<file path="src/sv/dynamic_priority_process_scheduler_defines.svh">
// ----------------------------------------------------------------------------
// Scheduler assertion macros
// Shared concurrent assertion forms, compiled out for synthesis.
// ----------------------------------------------------------------------------
`ifndef DYNAMIC_PRIORITY_PROCESS_SCHEDULER_DEFINES_SVH
`define DYNAMIC_PRIORITY_PROCESS_SCHEDULER_DEFINES_SVH

`ifndef SYNTHESIS

`define DPPS_ASSERT_SAME(lbl, ante, cons) \
  lbl: assert property (@(posedge clk) disable iff (!rst_n) (ante) |-> (cons)) \
    else $error("scheduler assertion failed");

`define DPPS_ASSERT_NEXT(lbl, ante, cons) \
  lbl: assert property (@(posedge clk) disable iff (!rst_n) (ante) |=> (cons)) \
    else $error("scheduler assertion failed");

`else

`define DPPS_ASSERT_SAME(lbl, ante, cons)

`define DPPS_ASSERT_NEXT(lbl, ante, cons)

`endif

`endif

</file>
<file path="src/sv/dpps_pkg.sv">
// ----------------------------------------------------------------------------
// Scheduler package
// Types and codes shared by the scheduler modules.
// ----------------------------------------------------------------------------
package dpps_pkg;

  localparam logic CMD_ADD  = 1'b0;
  localparam logic CMD_TICK = 1'b1;

  typedef enum logic [2:0] {
    STAT_ADDED = 3'd0,
    STAT_FULL  = 3'd1,
    STAT_ZERO  = 3'd2,
    STAT_RAN   = 3'd3,
    STAT_IDLE  = 3'd4
  } status_t;

  typedef enum logic [1:0] {
    FSM_IDLE,
    FSM_SCAN,
    FSM_DRAIN,
    FSM_WRITE
  } fsm_t;

  typedef struct packed {
    logic [7:0]  pid;
    logic [15:0] run_left;
    logic [7:0]  prio;
  } entry_t;

  typedef struct packed {
    logic clear;
    logic sample;
  } sel_ctl_t;

endpackage

</file>
<file path="src/sv/dynamic_priority_process_scheduler.sv">
// ----------------------------------------------------------------------------
// Dynamic priority process scheduler
// Process table with highest-priority selection; each tick runs the selected process and lowers its priority.
// ----------------------------------------------------------------------------
//  Channel   Handshake          Payload
//  request   start / busy       in_cmd, in_proc_id, in_run_time, in_start_priority
//  result    out_valid strobe   out_status, out_ran_id, out_time_left,
//                               out_priority_now, out_finished
//
// An add request or a tick on an empty table gives its result in the next cycle.
// A tick reads the table memory one slot per cycle; it passes through the scan,
// a drain state for the read latency, a write-back state and the result
// register.
// Synchronous reset clears the slot valid bits and the controller.
// The result strobe lasts one cycle and the receiver cannot hold it off; busy
// is high while a tick is in progress.
// ----------------------------------------------------------------------------
`include "dynamic_priority_process_scheduler_defines.svh"

module dynamic_priority_process_scheduler #(
  parameter int SLOTS = 8
) (
  input  logic        clk,
  input  logic        rst_n,
  input  logic        start,
  output logic        busy,
  input  logic        in_cmd,
  input  logic [7:0]  in_proc_id,
  input  logic [15:0] in_run_time,
  input  logic [7:0]  in_start_priority,
  output logic        out_valid,
  output logic [2:0]  out_status,
  output logic [7:0]  out_ran_id,
  output logic [15:0] out_time_left,
  output logic [7:0]  out_priority_now,
  output logic        out_finished
);

  localparam int AW = (SLOTS > 1) ? $clog2(SLOTS) : 1;
  localparam logic [AW-1:0] LAST_IDX = AW'(SLOTS - 1);

  dpps_pkg::fsm_t     state_r, state_nxt;
  logic [SLOTS-1:0]   valid_r, valid_nxt;
  logic [AW-1:0]      cnt_r, cnt_nxt;
  logic               rd_pend_r;
  logic [AW-1:0]      rd_idx_r;
  logic               accept;
  logic               free_found;
  logic [AW-1:0]      free_idx;

  logic               mem_we;
  logic [AW-1:0]      mem_waddr;
  dpps_pkg::entry_t   mem_wdata;
  logic               mem_re;
  dpps_pkg::entry_t   mem_rdata;

  dpps_pkg::sel_ctl_t sel_ctl;
  logic               sel_have;
  logic [AW-1:0]      sel_idx;
  dpps_pkg::entry_t   sel_best;

  logic [15:0]        new_time;
  logic [7:0]         new_prio;
  logic               new_fin;

  logic               out_valid_r, out_valid_nxt;
  dpps_pkg::status_t  out_status_r, out_status_nxt;
  logic [7:0]         out_ran_id_r, out_ran_id_nxt;
  logic [15:0]        out_time_left_r, out_time_left_nxt;
  logic [7:0]         out_priority_now_r, out_priority_now_nxt;
  logic               out_finished_r, out_finished_nxt;

  assign busy   = (state_r != dpps_pkg::FSM_IDLE);
  assign accept = start && !busy;

  always_comb begin
    free_found = 1'b0;
    free_idx   = '0;
    for (int k = SLOTS - 1; k >= 0; k--) begin
      if (!valid_r[k]) begin
        free_found = 1'b1;
        free_idx   = AW'(k);
      end
    end
  end

  dpps_mem #(
    .DEPTH (SLOTS),
    .AW    (AW)
  ) u_mem (
    .clk   (clk),
    .we    (mem_we),
    .waddr (mem_waddr),
    .wdata (mem_wdata),
    .re    (mem_re),
    .raddr (cnt_r),
    .rdata (mem_rdata)
  );

  dpps_sel #(
    .AW (AW)
  ) u_sel (
    .clk           (clk),
    .rst_n         (rst_n),
    .ctl           (sel_ctl),
    .rd_idx        (rd_idx_r),
    .rd_slot_valid (valid_r[rd_idx_r]),
    .rd_data       (mem_rdata),
    .have          (sel_have),
    .best_idx      (sel_idx),
    .best          (sel_best)
  );

  assign new_time = sel_best.run_left - 16'd1;
  assign new_prio = (sel_best.prio == 8'd0) ? 8'd0 : (sel_best.prio - 8'd1);
  assign new_fin  = (new_time == 16'd0);

  always_comb begin
    state_nxt = state_r;
    unique case (state_r)
      dpps_pkg::FSM_IDLE: begin
        if (accept && (in_cmd == dpps_pkg::CMD_TICK) && (|valid_r)) begin
          state_nxt = dpps_pkg::FSM_SCAN;
        end
      end
      dpps_pkg::FSM_SCAN: begin
        if (cnt_r == LAST_IDX) begin
          state_nxt = dpps_pkg::FSM_DRAIN;
        end
      end
      dpps_pkg::FSM_DRAIN: begin
        state_nxt = dpps_pkg::FSM_WRITE;
      end
      dpps_pkg::FSM_WRITE: begin
        state_nxt = dpps_pkg::FSM_IDLE;
      end
      default: begin
        state_nxt = dpps_pkg::FSM_IDLE;
      end
    endcase
  end

  always_comb begin
    valid_nxt            = valid_r;
    cnt_nxt              = '0;
    mem_we               = 1'b0;
    mem_waddr            = free_idx;
    mem_wdata            = '{pid: in_proc_id, run_left: in_run_time, prio: in_start_priority};
    mem_re               = 1'b0;
    sel_ctl              = '{clear: accept, sample: rd_pend_r};
    out_valid_nxt        = 1'b0;
    out_status_nxt       = dpps_pkg::STAT_IDLE;
    out_ran_id_nxt       = '0;
    out_time_left_nxt    = '0;
    out_priority_now_nxt = '0;
    out_finished_nxt     = 1'b0;
    unique case (state_r)
      dpps_pkg::FSM_IDLE: begin
        if (accept) begin
          if (in_cmd == dpps_pkg::CMD_ADD) begin
            out_valid_nxt = 1'b1;
            if (in_run_time == 16'd0) begin
              out_status_nxt = dpps_pkg::STAT_ZERO;
            end else if (!free_found) begin
              out_status_nxt = dpps_pkg::STAT_FULL;
            end else begin
              out_status_nxt      = dpps_pkg::STAT_ADDED;
              mem_we              = 1'b1;
              valid_nxt[free_idx] = 1'b1;
            end
          end else if (!(|valid_r)) begin
            out_valid_nxt  = 1'b1;
            out_status_nxt = dpps_pkg::STAT_IDLE;
          end
        end
      end
      dpps_pkg::FSM_SCAN: begin
        mem_re  = 1'b1;
        cnt_nxt = cnt_r + 1'b1;
      end
      dpps_pkg::FSM_DRAIN: begin
        cnt_nxt = '0;
      end
      dpps_pkg::FSM_WRITE: begin
        mem_we               = 1'b1;
        mem_waddr            = sel_idx;
        mem_wdata            = '{pid: sel_best.pid, run_left: new_time, prio: new_prio};
        valid_nxt[sel_idx]   = !new_fin;
        out_valid_nxt        = 1'b1;
        out_status_nxt       = dpps_pkg::STAT_RAN;
        out_ran_id_nxt       = sel_best.pid;
        out_time_left_nxt    = new_time;
        out_priority_now_nxt = new_prio;
        out_finished_nxt     = new_fin;
      end
      default: begin
        cnt_nxt = '0;
      end
    endcase
  end

  always_ff @(posedge clk) begin
    if (!rst_n) begin
      state_r     <= dpps_pkg::FSM_IDLE;
      valid_r     <= '0;
      cnt_r       <= '0;
      rd_pend_r   <= 1'b0;
      out_valid_r <= 1'b0;
    end else begin
      state_r     <= state_nxt;
      valid_r     <= valid_nxt;
      cnt_r       <= cnt_nxt;
      rd_pend_r   <= mem_re;
      out_valid_r <= out_valid_nxt;
    end
  end

  always_ff @(posedge clk) begin
    rd_idx_r <= cnt_r;
    if (out_valid_nxt) begin
      out_status_r       <= out_status_nxt;
      out_ran_id_r       <= out_ran_id_nxt;
      out_time_left_r    <= out_time_left_nxt;
      out_priority_now_r <= out_priority_now_nxt;
      out_finished_r     <= out_finished_nxt;
    end
  end

  assign out_valid        = out_valid_r;
  assign out_status       = out_status_r;
  assign out_ran_id       = out_ran_id_r;
  assign out_time_left    = out_time_left_r;
  assign out_priority_now = out_priority_now_r;
  assign out_finished     = out_finished_r;

  `DPPS_ASSERT_SAME(a_result_when_idle, out_valid_r, state_r == dpps_pkg::FSM_IDLE)
  `DPPS_ASSERT_SAME(a_write_has_pick, state_r == dpps_pkg::FSM_WRITE, sel_have)
  `DPPS_ASSERT_SAME(a_add_fills_slot, out_valid_r && (out_status_r == dpps_pkg::STAT_ADDED), $countones(valid_r) == $countones($past(valid_r)) + 1)
  `DPPS_ASSERT_NEXT(a_tick_starts_scan, accept && (in_cmd == dpps_pkg::CMD_TICK) && (|valid_r), state_r == dpps_pkg::FSM_SCAN && cnt_r == '0)

endmodule

</file>
<file path="src/sv/dpps_mem.sv">
// ----------------------------------------------------------------------------
// Scheduler process table
// Single-port-write, single-port-read synchronous memory with registered data.
// ----------------------------------------------------------------------------
module dpps_mem #(
  parameter int DEPTH = 8,
  parameter int AW    = 3
) (
  input  logic             clk,
  input  logic             we,
  input  logic [AW-1:0]    waddr,
  input  dpps_pkg::entry_t wdata,
  input  logic             re,
  input  logic [AW-1:0]    raddr,
  output dpps_pkg::entry_t rdata
);

  dpps_pkg::entry_t mem [DEPTH];
  dpps_pkg::entry_t rdata_r;

  always_ff @(posedge clk) begin
    if (we) begin
      mem[waddr] <= wdata;
    end
    if (re) begin
      rdata_r <= mem[raddr];
    end
  end

  assign rdata = rdata_r;

endmodule

</file>
<file path="src/sv/dpps_sel.sv">
// ----------------------------------------------------------------------------
// Scheduler selection tracker
// Keeps the best entry seen during a table scan; ties go to the lower slot.
// ----------------------------------------------------------------------------
module dpps_sel #(
  parameter int AW = 3
) (
  input  logic               clk,
  input  logic               rst_n,
  input  dpps_pkg::sel_ctl_t ctl,
  input  logic [AW-1:0]      rd_idx,
  input  logic               rd_slot_valid,
  input  dpps_pkg::entry_t   rd_data,
  output logic               have,
  output logic [AW-1:0]      best_idx,
  output dpps_pkg::entry_t   best
);

  logic             have_r, have_nxt;
  logic             take;
  logic [AW-1:0]    best_idx_r;
  dpps_pkg::entry_t best_r;

  always_comb begin
    take     = ctl.sample && rd_slot_valid && (!have_r || (rd_data.prio > best_r.prio));
    have_nxt = have_r;
    if (ctl.clear) begin
      have_nxt = 1'b0;
    end else if (take) begin
      have_nxt = 1'b1;
    end
  end

  always_ff @(posedge clk) begin
    if (!rst_n) begin
      have_r <= 1'b0;
    end else begin
      have_r <= have_nxt;
    end
  end

  always_ff @(posedge clk) begin
    if (take) begin
      best_idx_r <= rd_idx;
      best_r     <= rd_data;
    end
  end

  assign have     = have_r;
  assign best_idx = best_idx_r;
  assign best     = best_r;

endmodule
</file>
<file path="config.mk">
export PLATFORM = sky130hd
export DESIGN_NAME = dynamic_priority_process_scheduler
export DESIGN_NICKNAME = d
export VERILOG_FILES = /design/src/sv/dpps_pkg.sv /design/src/sv/dynamic_priority_process_scheduler.sv /design/src/sv/dpps_mem.sv /design/src/sv/dpps_sel.sv
export VERILOG_INCLUDE_DIRS = /design/src /design/src/sv
export SDC_FILE = /design/constraint.sdc
export NUM_CORES = 1
export LEC_CHECK = 0
export ABC_CLOCK_PERIOD_IN_PS = 10700
export CAP_MARGIN = 20
export CORE_MARGIN = 1
export CORE_UTILIZATION = 35
export DETAILED_ROUTE_END_ITERATION = 16
export DONT_BUFFER_PORTS = 1
export PLACE_DENSITY = 0.54
export RECOVER_POWER = 25
export SKIP_LAST_GASP = 1
export SYNTH_ARGS = -nofsm -noshare
export SYNTH_HDL_FRONTEND = slang
export SYNTH_SLANG_ARGS = --single-unit
export TNS_END_PERCENT = 100
</file>
<file path="constraint.sdc">
create_clock -name clk -period 10.7 [get_ports clk]
set_clock_uncertainty 0.1 [all_clocks]
set_input_delay 2.14 -clock clk [delete_from_list [all_inputs] [get_ports clk]]
set_output_delay 2.14 -clock clk [all_outputs]
set_load 0.01 [all_outputs]
</file>
==> impl_summary.txt, run 1 <==
----------------------------------------------------
[Status]
  Run status ... complete, but fails checks
  Failing checks ... capacitance limit, slew limit

[STA]
  Transition time of the tightest slew-check pin ... 4.11 ns
  Setup TNS ... 0 ns
  Portion of the clock cycle consumed by the worst path in the final layout ... 46.5%
  Number of max-slew violations in the final report ... 222
  Peak Freq ... 0.201 GHz
  Hold Violations, Final ... 0
  Min Clock Period, post-route ... 4.98 ns
  Final setup vio count ... 0
  RSZ-0062 raised after global routing ... false
  Worst hold margin ... 0.318 ns
  Max transition margin ... -174%

[Floorplan]
  Standard-cell rows ... 76
  Die X ... 210 um
  Initial core utilization ... 35.4%
  I/O pins ... 74
  Floorplan die height ... 210 um
  Core Box Area ... 43000 sq um
  Total Die Area ... 44300 sq um

[Setup path]
  Critical Path AT ... 5.13 ns
  Kind of launch point of the worst setup path ... flip-flop
  Endpoint type of the worst setup path ... flip-flop
  R2r worst-path depth ... 6
  WP data required ... 10.85 ns
  CP Class ... flip-flop to flip-flop
  Worst-path maximum fanout ... 41

[Clocking]
  Number of buffers on the longest clock path ... 3
  Clk sink count ... 378
  Total CTS buffers ... 41
  Number of buffers inserted for hold repair after clock tree synthesis ... 0
  Clock Pin Slew Worst Setup and Hold Paths ... 0.06 ns
  Post_cts resized ... 0
  Clock root buffer ... sky130_fd_sc_hd__clkbuf_16
  TritonCTS clock tree ... yes
  Clock Latency Late Sink ... 0.54 ns
  H-tree depth ... 2
  Buffer count from post-CTS setup fixing ... 0

[Global route]
  Largest net degree at the start of global routing ... 66
  Number of antenna violations at the first check in global routing ... 0
  Global-route wire length before repair ... 50300 um
  Total Routing Usage GR ... 15.6%
  Via count of the first global-routing pass ... 7889
  Grt ovf ... 0

[Power and ir drop]
  NetSw ... 870 uW
  Total power consumption of the routed design ... 3.60 mW
  Standby leakage power ... 5.44 nW
  Proportion of total power due to net switching ... 24.1%
  P per Cell Area ... 209 nW/um^2
  Internal power consumption ... 2.73 mW
  Sequential power share ... 52.1%
  Maximum VDD drop ... 132 uV
  Comb pwr share ... 10.4%
  Share of power burned in the clock network ... 37.5%

[Synth]
  Synth area leader ... sky130_fd_sc_hd__edfxtp_1
  EDFF count, synth ... 359
  Cells after synthesis ... 828
  Main synth FF type ... sky130_fd_sc_hd__edfxtp_1
  Synth Net Count ... 881
  Top cell types by occurrence after synthesis ... sky130_fd_sc_hd__edfxtp_1, sky130_fd_sc_hd__mux4_2, sky130_fd_sc_hd__nor2_1
  Synthesized cell area ... 15200 sq um
  Top-area cell type share of the netlist area ... 70.9%
  Total of flip-flops plus latches after synthesis ... 378
  Ranking of synthesized cells by area ... sky130_fd_sc_hd__edfxtp_1, sky130_fd_sc_hd__mux4_2, sky130_fd_sc_hd__dfxtp_1
  Sequential cell area fraction in the yosys report ... 73.4%
  Number of distinct library cells after synthesis ... 63
  Cell with the most instances after synthesis ... sky130_fd_sc_hd__edfxtp_1
  Yosys synthesis warning count ... 0
  Async set-or-reset flop fraction in the synthesized netlist ... 0%
  Average cell area after synthesis ... 18.4 sq um

[Layout]
  Final nets ... 906
  Fraction of final layout cells sized beyond drive strength 1 ... 21.6%
  Number of inserted diodes ... 0
  Synth-to-layout area growth ... 13.5%
  Number of filler instances in the final layout ... 3928
  Multi-input gate area ... 3880 sq um
  Storage cell area ... 11200 sq um

[Flow run]
  Count of max-cap constraint violations ... 6

[Placement]
  Port Buf Inserts ... 0
  Routability congestion estimate from global placement ... 0.868
  Placed wire-length estimate after detailed placement ... 20700 um

[Routing]
  Remaining antenna violation count ... 0
  Vias after detailed routing ... 7557
  Starting DRT DRC Count ... 528
  # DRC ... 0
  Post-DR vias/cell ... 5.14
  Per-cell routed wire length ... 23.0 um
  Pre-antenna DRT Iters ... 5
  Routed wire length ... 33800 um

[Worst hold path]
  Hold path depth ... 0
  Tightest Hold Check Type ... flip-flop to flip-flop

----------------------------------------------------
## through the flow
| step | cells | cell area, sq um | utilization, % | setup WS, ns |
|---|---|---|---|---|
| 2_1_floorplan | 828 | 15200 | - | 5.01 |
| 3_3_place_gp | 1393 | 16000 | 37.2 | 5.63 |
| 3_5_place_dp | 1394 | 16000 | 37.3 | 5.67 |
| 4_1_cts | 1468 | 17300 | 40.2 | 6.25 |
| 5_1_grt | 1469 | 17300 | 40.2 | 5.39 |
| 6_report | 1469 | 17300 | 40.2 | 5.72 |
## routing by layer
metal / vias up / GRT usage [%] / share of wire, %
met5: - / 0 / 0
met2: 182 / 26.5 / 50
met4: 0 / 5.10 / 2.5
met1: 3961 / 20.0 / 43
met3: 50 / 2.94 / 4.2
li1: 3364 / - / -
## power by group through the flow
stage	logic, mW	registers [mW]	clock network [mW]
2_1_floorplan	0.269	1.88	0
3_3_place_gp	0.382	1.91	0
3_5_place_dp	0.384	1.91	0
4_1_cts	0.386	1.88	1.39
5_1_grt	0.413	1.89	1.45
6_report	0.375	1.88	1.35
## worst max-delay path, cell delays in order, from the launching register on
cell and delay [ns]:
sky130_fd_sc_hd__dfxtp_1 0.33, sky130_fd_sc_hd__ha_1 0.29, sky130_fd_sc_hd__clkbuf_1 0.70, sky130_fd_sc_hd__inv_1 0.64
sky130_fd_sc_hd__clkbuf_1 1.71, sky130_fd_sc_hd__nor2_1 0.45, sky130_fd_sc_hd__a21o_1 0.40
## cell families (layout without fill, tap and decap cells)
group	after synthesis	in the layout	share of synthesized area, %
compound gates	96	96	4.68
xor+xnor	18	18	1.04
fa+ha+maj	17	17	1.40
buf+inv	60	116	1.55
flops	378	378	73.4
mux	100	100	12.3
simple gates	159	159	5.71
## cells in the final DEF (no fill, tap or decap), types with 3 or more instances in the layout
master and instances:
sky130_fd_sc_hd__a21o_1 32, sky130_fd_sc_hd__a21oi_1 18, sky130_fd_sc_hd__a31oi_1 4, sky130_fd_sc_hd__and2_0 9, sky130_fd_sc_hd__and2_1 3, sky130_fd_sc_hd__and3_1 3, sky130_fd_sc_hd__buf_4 9, sky130_fd_sc_hd__clkbuf_1 21
sky130_fd_sc_hd__clkbuf_16 43, sky130_fd_sc_hd__clkinv_1 3, sky130_fd_sc_hd__clkinv_2 7, sky130_fd_sc_hd__dfxtp_1 18, sky130_fd_sc_hd__edfxtp_1 359, sky130_fd_sc_hd__ha_1 17, sky130_fd_sc_hd__inv_1 26, sky130_fd_sc_hd__mux2_2 32
sky130_fd_sc_hd__mux4_2 66, sky130_fd_sc_hd__nand2_1 25, sky130_fd_sc_hd__nand2b_1 5, sky130_fd_sc_hd__nand3_1 9, sky130_fd_sc_hd__nand4_1 9, sky130_fd_sc_hd__nor2_1 42, sky130_fd_sc_hd__nor2_4 6, sky130_fd_sc_hd__nor2b_1 5
sky130_fd_sc_hd__nor3_1 9, sky130_fd_sc_hd__nor3_2 4, sky130_fd_sc_hd__nor4_1 10, sky130_fd_sc_hd__nor4b_1 3, sky130_fd_sc_hd__o21ai_0 7, sky130_fd_sc_hd__o21ai_1 3, sky130_fd_sc_hd__o31a_1 3, sky130_fd_sc_hd__o31ai_1 3
sky130_fd_sc_hd__or3_1 3, sky130_fd_sc_hd__or4_4 3, sky130_fd_sc_hd__xnor2_1 12, sky130_fd_sc_hd__xor2_1 6
## registers in the layout, summed over array words and instances, names as in the netlist
name / flops
state_r: 2
valid_r: 8
out_valid: 1
out_status: 3
rd_pend_r: 1
out_time_left: 16
u_mem.rdata: 32
out_priority_now: 8
u_sel.have: 1
out_ran_id: 8
u_mem.mem: 256
rd_idx_r: 3
u_sel.best: 32
out_finished: 1
cnt_r: 3
u_sel.best_idx: 3
## worst paths after layout
kind	from	to	slack, ns
max	state_r[0]$_SDFFE_PN0P_	u_mem.mem[6][9]$_DFFE_PP_	5.72
min	u_mem.rdata[19]$_DFFE_PP_	u_sel.best[19]$_DFFE_PP_	0.32
max reg2reg	state_r[0]$_SDFFE_PN0P_	u_mem.mem[6][9]$_DFFE_PP_	5.72
min reg2reg	u_mem.rdata[19]$_DFFE_PP_	u_sel.best[19]$_DFFE_PP_	0.32
## final cells by class
type	instances	share of cell area [%]
clock buffers	59	6.58
repair buffers	16	0.732
well taps	585	4.24
flip-flops and latches	378	64.7
clock inverters	15	0.768
multi-input cells	390	22.5
inverters	26	0.565
No activity file was read; power rests on OpenSTA's default activity.
==> run 2, diff against run 1 <==
- ABC_CLOCK_PERIOD_IN_PS: 10700 -> 4000
- PLACE_DENSITY: 0.54 -> 0.56
- clock period: 10.7 -> 4 ns (I/O delays scaled with it)
==> run 2 against run 1 <==
Net effect:
- the flow still finishes with violations (capacitance limit, slew limit)
- sequential cell count did not move
- total power rose to 2.7 times the previous value
- via count fell by 0.42%
- register-to-register slack got worse by 5.2 ns
- global-route usage fell by 0.33 points
- utilization rose by 0.37 points
- hold slack got worse by 0.050 ns
- setup slack got worse by 5.2 ns
- final cell count rose by 0.34%
- critical path depth fell by 1
- non-clock buffer count rose by 7
- fmax rose by 42%
==> impl_summary.txt, run 2 (synthesis gave the netlist of run 1 again) <==
----------------------------------------------------
[Layout]
  Max reg flops ... 256 (unchanged)
  Number of inserted diodes ... 0 (unchanged)
  Final non-filler cell area ... 17400 sq um (+0.93%)
  Fraction of final layout cells sized beyond drive strength 1 ... 22.4% (+0.78 points)
  Final nets ... 912 (+0.66%)
  Commonest cells after routing, fill and taps aside ... sky130_fd_sc_hd__edfxtp_1, sky130_fd_sc_hd__mux4_2, sky130_fd_sc_hd__nor2_1
  Largest register by flop count ... u_mem.mem
  Synth-to-layout area growth ... 14.5%
  Most common cell after layout, fill and taps aside ... sky130_fd_sc_hd__edfxtp_1

[STA]
  Setup TNS ... 0 ns (unchanged)
  Peak Freq ... 0.285 GHz (+42%)
  Min Clock Period, post-route ... 3.51 ns (-1.46 ns)
  RSZ-0062 raised after global routing ... false
  Transition time of the tightest slew-check pin ... 1.55 ns (-2.56 ns)
  Number of max-slew violations in the final report ... 11 (-95%)
  Hold Violations, Final ... 0 (unchanged)
  Portion of the clock cycle consumed by the worst path in the final layout ... 87.9% (+41 points)
  Worst hold margin ... 0.268 ns (-0.0500 ns)
  Final setup vio count ... 0 (unchanged)
  Max transition margin ... -4.78% (+170 points)
  Fin worst setup slack ... 0.485 ns (-5.24 ns)

[Global route]
  Grt ovf ... 0 (unchanged)
  Total Routing Usage GR ... 15.2% (-0.33 points)
  Number of antenna violations at the first check in global routing ... 0 (unchanged)
  Global-route wire length before repair ... 49700 um (-1.2%)
  Largest net degree at the start of global routing ... 43 (-35%)
  Via count of the first global-routing pass ... 7849 (-0.51%)

[Worst hold path]
  Hold path depth ... 2 (+2)
  Tightest Hold Check Type ... input pin to flip-flop
  Min-delay src ... rst_n
  Endpoint of the worst hold path ... valid_r[2]$_SDFFE_PN0P_

[Floorplan]
  Die X ... 210 um (unchanged)
  Total Die Area ... 44300 sq um (unchanged)
  Floorplan die height ... 210 um (unchanged)
  I/O pins ... 74 (unchanged)
  Core Box Area ... 43000 sq um (unchanged)
  Initial core utilization ... 35.4% (unchanged)
  Standard-cell rows ... 76 (unchanged)

[Routing]
  Per-cell routed wire length ... 22.3 um (-3.1%)
  Routed wire length ... 32800 um (-2.8%)
  Pre-antenna DRT Iters ... 5 (unchanged)
  Starting DRT DRC Count ... 711 (+35%)
  Remaining antenna violation count ... 0 (unchanged)
  Post-DR vias/cell ... 5.11 (-0.76%)
  Vias after detailed routing ... 7525 (-0.42%)
  # DRC ... 0 (unchanged)

[Placement]
  Placed wire-length estimate after detailed placement ... 20500 um (-0.72%)
  Port Buf Inserts ... 0 (unchanged)
  Routability congestion estimate from global placement ... 0.843 (-2.9%)
  Placed cell area ... 16100 sq um (+0.77%)
  Post-place setup slack ... 0.363 ns (-5.30 ns)

[Power and ir drop]
  Comb pwr share ... 10.2% (-0.2 points)
  Share of power burned in the clock network ... 38.4% (+0.9 points)
  Internal power consumption ... 7.48 mW (+170%)
  Sequential power share ... 51.4% (-0.7 points)
  Maximum VDD drop ... 262 uV (+99%)
  Total power consumption of the routed design ... 9.77 mW (+170%)
  Proportion of total power due to net switching ... 23.5% (-0.64 points)
  NetSw ... 2.30 mW (+160%)
  P per Cell Area ... 561 nW/um^2 (+170%)
  Standby leakage power ... 5.52 nW (+1.6%)

[Status]
  Failing checks ... capacitance limit, slew limit
  Run status ... complete, but fails checks

[Clocking]
  Number of buffers on the longest clock path ... 3 (unchanged)
  Buffer count from post-CTS setup fixing ... 0 (unchanged)
  Clock Pin Slew Worst Setup and Hold Paths ... 0.06 ns (about the same)
  Post_cts resized ... 0 (unchanged)
  Number of buffers inserted for hold repair after clock tree synthesis ... 0 (unchanged)
  Clock root buffer ... sky130_fd_sc_hd__clkbuf_16
  TritonCTS clock tree ... yes
  Clock Latency Late Sink ... 0.55 ns (about the same)
  H-tree depth ... 2 (unchanged)
  Clk sink count ... 378 (unchanged)
  Total CTS buffers ... 40 (-2.4%)

[Flow run]
  Count of max-cap constraint violations ... 1 (-5)

[Setup path]
  Kind of launch point of the worst setup path ... flip-flop
  Launch instance of the worst register-to-register path ... state_r[1]$_SDFFE_PN0P_
  Worst path slowest cell ... sky130_fd_sc_hd__inv_1
  Reg2Reg Setup Slack ... 0.49 ns (-5.24 ns)
  R2r worst-path depth ... 5 (-1)
  CP Class ... flip-flop to flip-flop
  Crit-path max cell delay ... 0.69 ns (-1.02 ns)
  Critical-path cell list ... ha_1, clkbuf_1, inv_1, buf_4, o2bb2ai_1
  Critical Path AT ... 3.55 ns (-1.58 ns)
  WP data required ... 4.04 ns (-6.81 ns)
  Endpoint type of the worst setup path ... flip-flop
  Endpoint of the worst register-to-register path ... u_mem.mem[0][6]$_DFFE_PP_
  Worst-path maximum fanout ... 32 (-22%)

----------------------------------------------------
[run 2: per-stage QoR]
| stage | utilization, % | instances |
|---|---|---|
| 3_5_place_dp | 37.5 | 1402 |
| 6_report | 40.5 | 1474 |
| 2_1_floorplan | - | 828 |
| 4_1_cts | 40.7 | 1474 |
| 5_1_grt | 40.5 | 1474 |
| 3_3_place_gp | 37.5 | 1402 |
[run 2: critical path, delay by kind of cell (launching register included)]
family,cells,cell delay (ns)
buf+inv,3,1.82
fa+ha+maj,1,0.44
flops,1,0.39
compound gates,1,0.34
[run 2: how the worst max path moves through the flow]
stage               slack, ns               startpoint  cells past startpoint                          to
global route             0.22  state_r[1]$_SDFFE_PN0P_                      5   u_mem.mem[4][6]$_DFFE_PP_
global placement         0.48           in_run_time[6]                      7  u_mem.mem[0][31]$_DFFE_PP_
CTS                      0.53  state_r[0]$_SDFFE_PN0P_                      8  u_mem.mem[0][16]$_DFFE_PP_
finish                   0.49  state_r[1]$_SDFFE_PN0P_                      5   u_mem.mem[0][6]$_DFFE_PP_
floorplan               -0.35                    start                      5   u_mem.mem[0][0]$_DFFE_PP_
detailed placement       0.36           in_run_time[6]                      7  u_mem.mem[0][12]$_DFFE_PP_
[run 2: final cells by class]
type	count	area, sq um
clock buffers	53	1100
repair buffers	23	221
multi-input cells	390	3870
fillers	3898	25600
inverters	26	97.6
flip-flops and latches	378	11200
clock inverters	19	238
well taps	585	732
[run 2: power by group through the flow]
stage	registers (mW)	clock network [mW]	logic, mW
3_3_place_gp	5.11	0	1.04
4_1_cts	5.03	3.87	1.05
5_1_grt	5.06	3.99	1.10
3_5_place_dp	5.11	0	1.04
6_report	5.02	3.75	0.996
2_1_floorplan	5.02	0	0.721
[run 2: layer usage]
layer | track usage (%) | wire length (um) | part of all wire (%)
met5 | 0 | 0 | 0
met3 | 2.53 | 1590 | 4.8
met2 | 25.9 | 16500 | 50
met4 | 4.72 | 643 | 2.0
met1 | 19.9 | 14100 | 43
==> run 3, diff against run 2 <==
- CORE_UTILIZATION: 35 -> 33
- PLACE_DENSITY: 0.56 -> 0.5
==> run 3 against run 2 <==
Net effect:
- the run still ends with capacitance limit, slew limit left
- critical endpoint is now out_time_left[0]$_SDFFCE_PN0P_
- setup slack improved by 0.50 ns
- via count rose by 0.60%
- sequential cell count did not move
- sequential power barely moved
- sequential share of layout area fell by 0.90 points
- register-to-register slack improved by 0.50 ns
- wire length rose by 4.7%
- clock-buffer cell count fell by 1
==> impl_summary.txt, run 3 (synthesis gave the netlist of run 1 again) <==
----------------------------------------------------
[Status]
  Run status ... complete, but fails checks
  Failing checks ... capacitance limit, slew limit

[Setup path]
  Worst-path maximum fanout ... 22 (-31%)
  R2r worst-path depth ... 4 (-1)
  Worst setup path start ... state_r[0]$_SDFFE_PN0P_
  Critical Path AT ... 3.17 ns (-0.38 ns)
  Kind of launch point of the worst setup path ... flip-flop
  Launch instance of the worst register-to-register path ... state_r[0]$_SDFFE_PN0P_
  Worst path buffer plus inverter count ... 1 (-2)
  Crit-path max cell delay ... 1.07 ns (+0.38 ns)
  CP Class ... flip-flop to flip-flop
  WP data required ... 4.16 ns (+0.12 ns)
  Worst path slowest cell ... sky130_fd_sc_hd__nor2_2
  Endpoint type of the worst setup path ... flip-flop
  Crit path max-delay family ... simple AND/OR/NAND/NOR gates
  Reg2Reg Setup Slack ... 0.99 ns (+0.50 ns)
  Total stage count of the critical path ... 4 (-1)
  Critical-path cell list ... ha_1, nor2_1, nor2_2, buf_12
  CP Capture Point ... out_time_left[0]$_SDFFCE_PN0P_
  Endpoint of the worst register-to-register path ... out_time_left[0]$_SDFFCE_PN0P_

[Clocking]
  Number of buffers inserted for hold repair after clock tree synthesis ... 0 (unchanged)
  Post_cts resized ... 0 (unchanged)
  Clk sink count ... 378 (unchanged)
  Total CTS buffers ... 42 (+5.0%)
  Clock Pin Slew Worst Setup and Hold Paths ... 0.06 ns (about the same)
  Number of buffers on the longest clock path ... 3 (unchanged)
  Buffer count from post-CTS setup fixing ... 0 (unchanged)
  Clock root buffer ... sky130_fd_sc_hd__clkbuf_16
  Clock Latency Late Sink ... 0.56 ns (about the same)
  H-tree depth ... 2 (unchanged)
  TritonCTS clock tree ... yes

[STA]
  Number of max-slew violations in the final report ... 51 (+40)
  Min Clock Period, post-route ... 3.01 ns (-0.505 ns)
  Worst hold margin ... 0.255 ns (-0.0128 ns)
  Setup TNS ... 0 ns (unchanged)
  Peak Freq ... 0.332 GHz (+17%)
  RSZ-0062 raised after global routing ... false
  Transition time of the tightest slew-check pin ... 1.60 ns (+0.0468 ns)
  Hold Violations, Final ... 0 (unchanged)
  Portion of the clock cycle consumed by the worst path in the final layout ... 75.3% (-13 points)
  Final setup vio count ... 0 (unchanged)
  Fin worst setup slack ... 0.990 ns (+0.505 ns)
  Max transition margin ... -6.69% (-1.9 points)

[Placement]
  Placed cell area ... 16400 sq um (+1.5%)
  Placed Cells incl. Taps ... 1424 (+1.6%)
  Placed wire-length estimate after detailed placement ... 21700 um (+5.8%)
  Port Buf Inserts ... 0 (unchanged)
  Routability congestion estimate from global placement ... 0.858 (+1.7%)
  Post-place setup slack ... 0.918 ns (+0.554 ns)

[Power and ir drop]
  P per Cell Area ... 557 nW/um^2 (-0.62%)
  Total power consumption of the routed design ... 9.85 mW (+0.80%)
  Standby leakage power ... 5.60 nW (+1.4%)
  Maximum VDD drop ... 306 uV (+17%)

[Floorplan]
  Core Box Area ... 45400 sq um (+5.6%)
  Total Die Area ... 47000 sq um (+6.0%)
  I/O pins ... 74 (unchanged)
  Standard-cell rows ... 78 (+2.6%)
  Initial core utilization ... 33.5% (-1.9 points)
  Floorplan die height ... 217 um (+3.0%)
  Die X ... 217 um (+3.0%)

[Layout]
  Fraction of final layout cells sized beyond drive strength 1 ... 22.2% (-0.16 points)
  Max reg flops ... 256 (unchanged)
  Final nets ... 921 (+0.99%)
  Final non-filler cell area ... 17700 sq um (+1.4%)
  Largest register by flop count ... u_mem.mem
  Most common cell after layout, fill and taps aside ... sky130_fd_sc_hd__edfxtp_1
  Synth-to-layout area growth ... 16.2%
  Commonest cells after routing, fill and taps aside ... sky130_fd_sc_hd__edfxtp_1, sky130_fd_sc_hd__mux4_2, sky130_fd_sc_hd__clkbuf_16
  Post-layout util ... 38.9% (-1.6 points)
  Non-filler cells, final ... 1501 (+1.8%)

[Routing]
  Pre-antenna DRT Iters ... 5 (unchanged)
  # DRC ... 0 (unchanged)
  Post-DR vias/cell ... 5.04 (-1.2%)
  Vias after detailed routing ... 7570 (+0.60%)
  Per-cell routed wire length ... 22.9 um (+2.8%)
  Routed wire length ... 34300 um (+4.7%)
  Starting DRT DRC Count ... 455 (-36%)
  Remaining antenna violation count ... 0 (unchanged)

[Flow run]
  Count of max-cap constraint violations ... 2 (+1)

[Global route]
  Total Routing Usage GR ... 15.0% (-0.22 points)
  Global-route wire length before repair ... 51800 um (+4.4%)
  Grt ovf ... 0 (unchanged)
  Via count of the first global-routing pass ... 7933 (+1.1%)
  Number of antenna violations at the first check in global routing ... 1 (+1)
  Largest net degree at the start of global routing ... 39 (-9.3%)

[Worst hold path]
  Tightest Hold Check Type ... input pin to flip-flop

----------------------------------------------------
[run 3: cell types whose count changed in the layout (fill, tap and decap cells not counted), moves of 2 or more]
cell	change
sky130_fd_sc_hd__inv_6	-2
sky130_fd_sc_hd__clkinvlp_4	-2
sky130_fd_sc_hd__clkbuf_8	-3
sky130_fd_sc_hd__buf_12	+14
sky130_fd_sc_hd__buf_4	-6
sky130_fd_sc_hd__clkbuf_16	+2
sky130_fd_sc_hd__clkinv_1	+11
[run 3: worst reg2reg max path: cells and delay by family (launching register included)]
kind,cells,cell delay [ns]
flops,1,0.38
buf+inv,1,0.29
fa+ha+maj,1,0.69
simple gates,2,1.24
[run 3: area by class of cell]
class | instances | area [sq um]
flip-flops and latches | 378 | 11200
multi-input cells | 390 | 3870
repair buffers | 30 | 452
clock buffers | 52 | 1110
clock inverters | 24 | 223
diodes | 1 | 2.50
inverters | 26 | 97.6
fillers | 4102 | 27700
well taps | 600 | 751
[run 3: how the worst min path moves through the flow]
stage	slack, ns	end	cells after the start	startpoint
after floorplan	0.25	rd_idx_r[1]$_DFF_P_	0	cnt_r[1]$_SDFF_PN0_
after global routing	0.24	valid_r[3]$_SDFFE_PN0P_	2	rst_n
after global placement	0.30	u_sel.best[29]$_DFFE_PP_	0	u_mem.rdata[29]$_DFFE_PP_
final	0.26	valid_r[3]$_SDFFE_PN0P_	2	rst_n
after CTS	0.23	valid_r[3]$_SDFFE_PN0P_	2	rst_n
after detailed placement	0.31	u_sel.best[11]$_DFFE_PP_	0	u_mem.rdata[11]$_DFFE_PP_
[run 3: power by group]
| group | internal [mW] | switching (mW) | total (mW) |
|---|---|---|---|
| sequential | 4.80 | 0.230 | 5.03 |
| combinational | 0.435 | 0.612 | 1.05 |
| clock | 2.23 | 1.54 | 3.77 |
| total | 7.47 | 2.38 | 9.85 |
[run 3: per-layer routing]
| layer | track usage (%) | share of wire [%] |
|---|---|---|
| met1 | 20.5 | 46 |
| met2 | 24.0 | 48 |
| met3 | 3.06 | 4.2 |
| met4 | 4.69 | 2.1 |
| met5 | 0 | 0 |
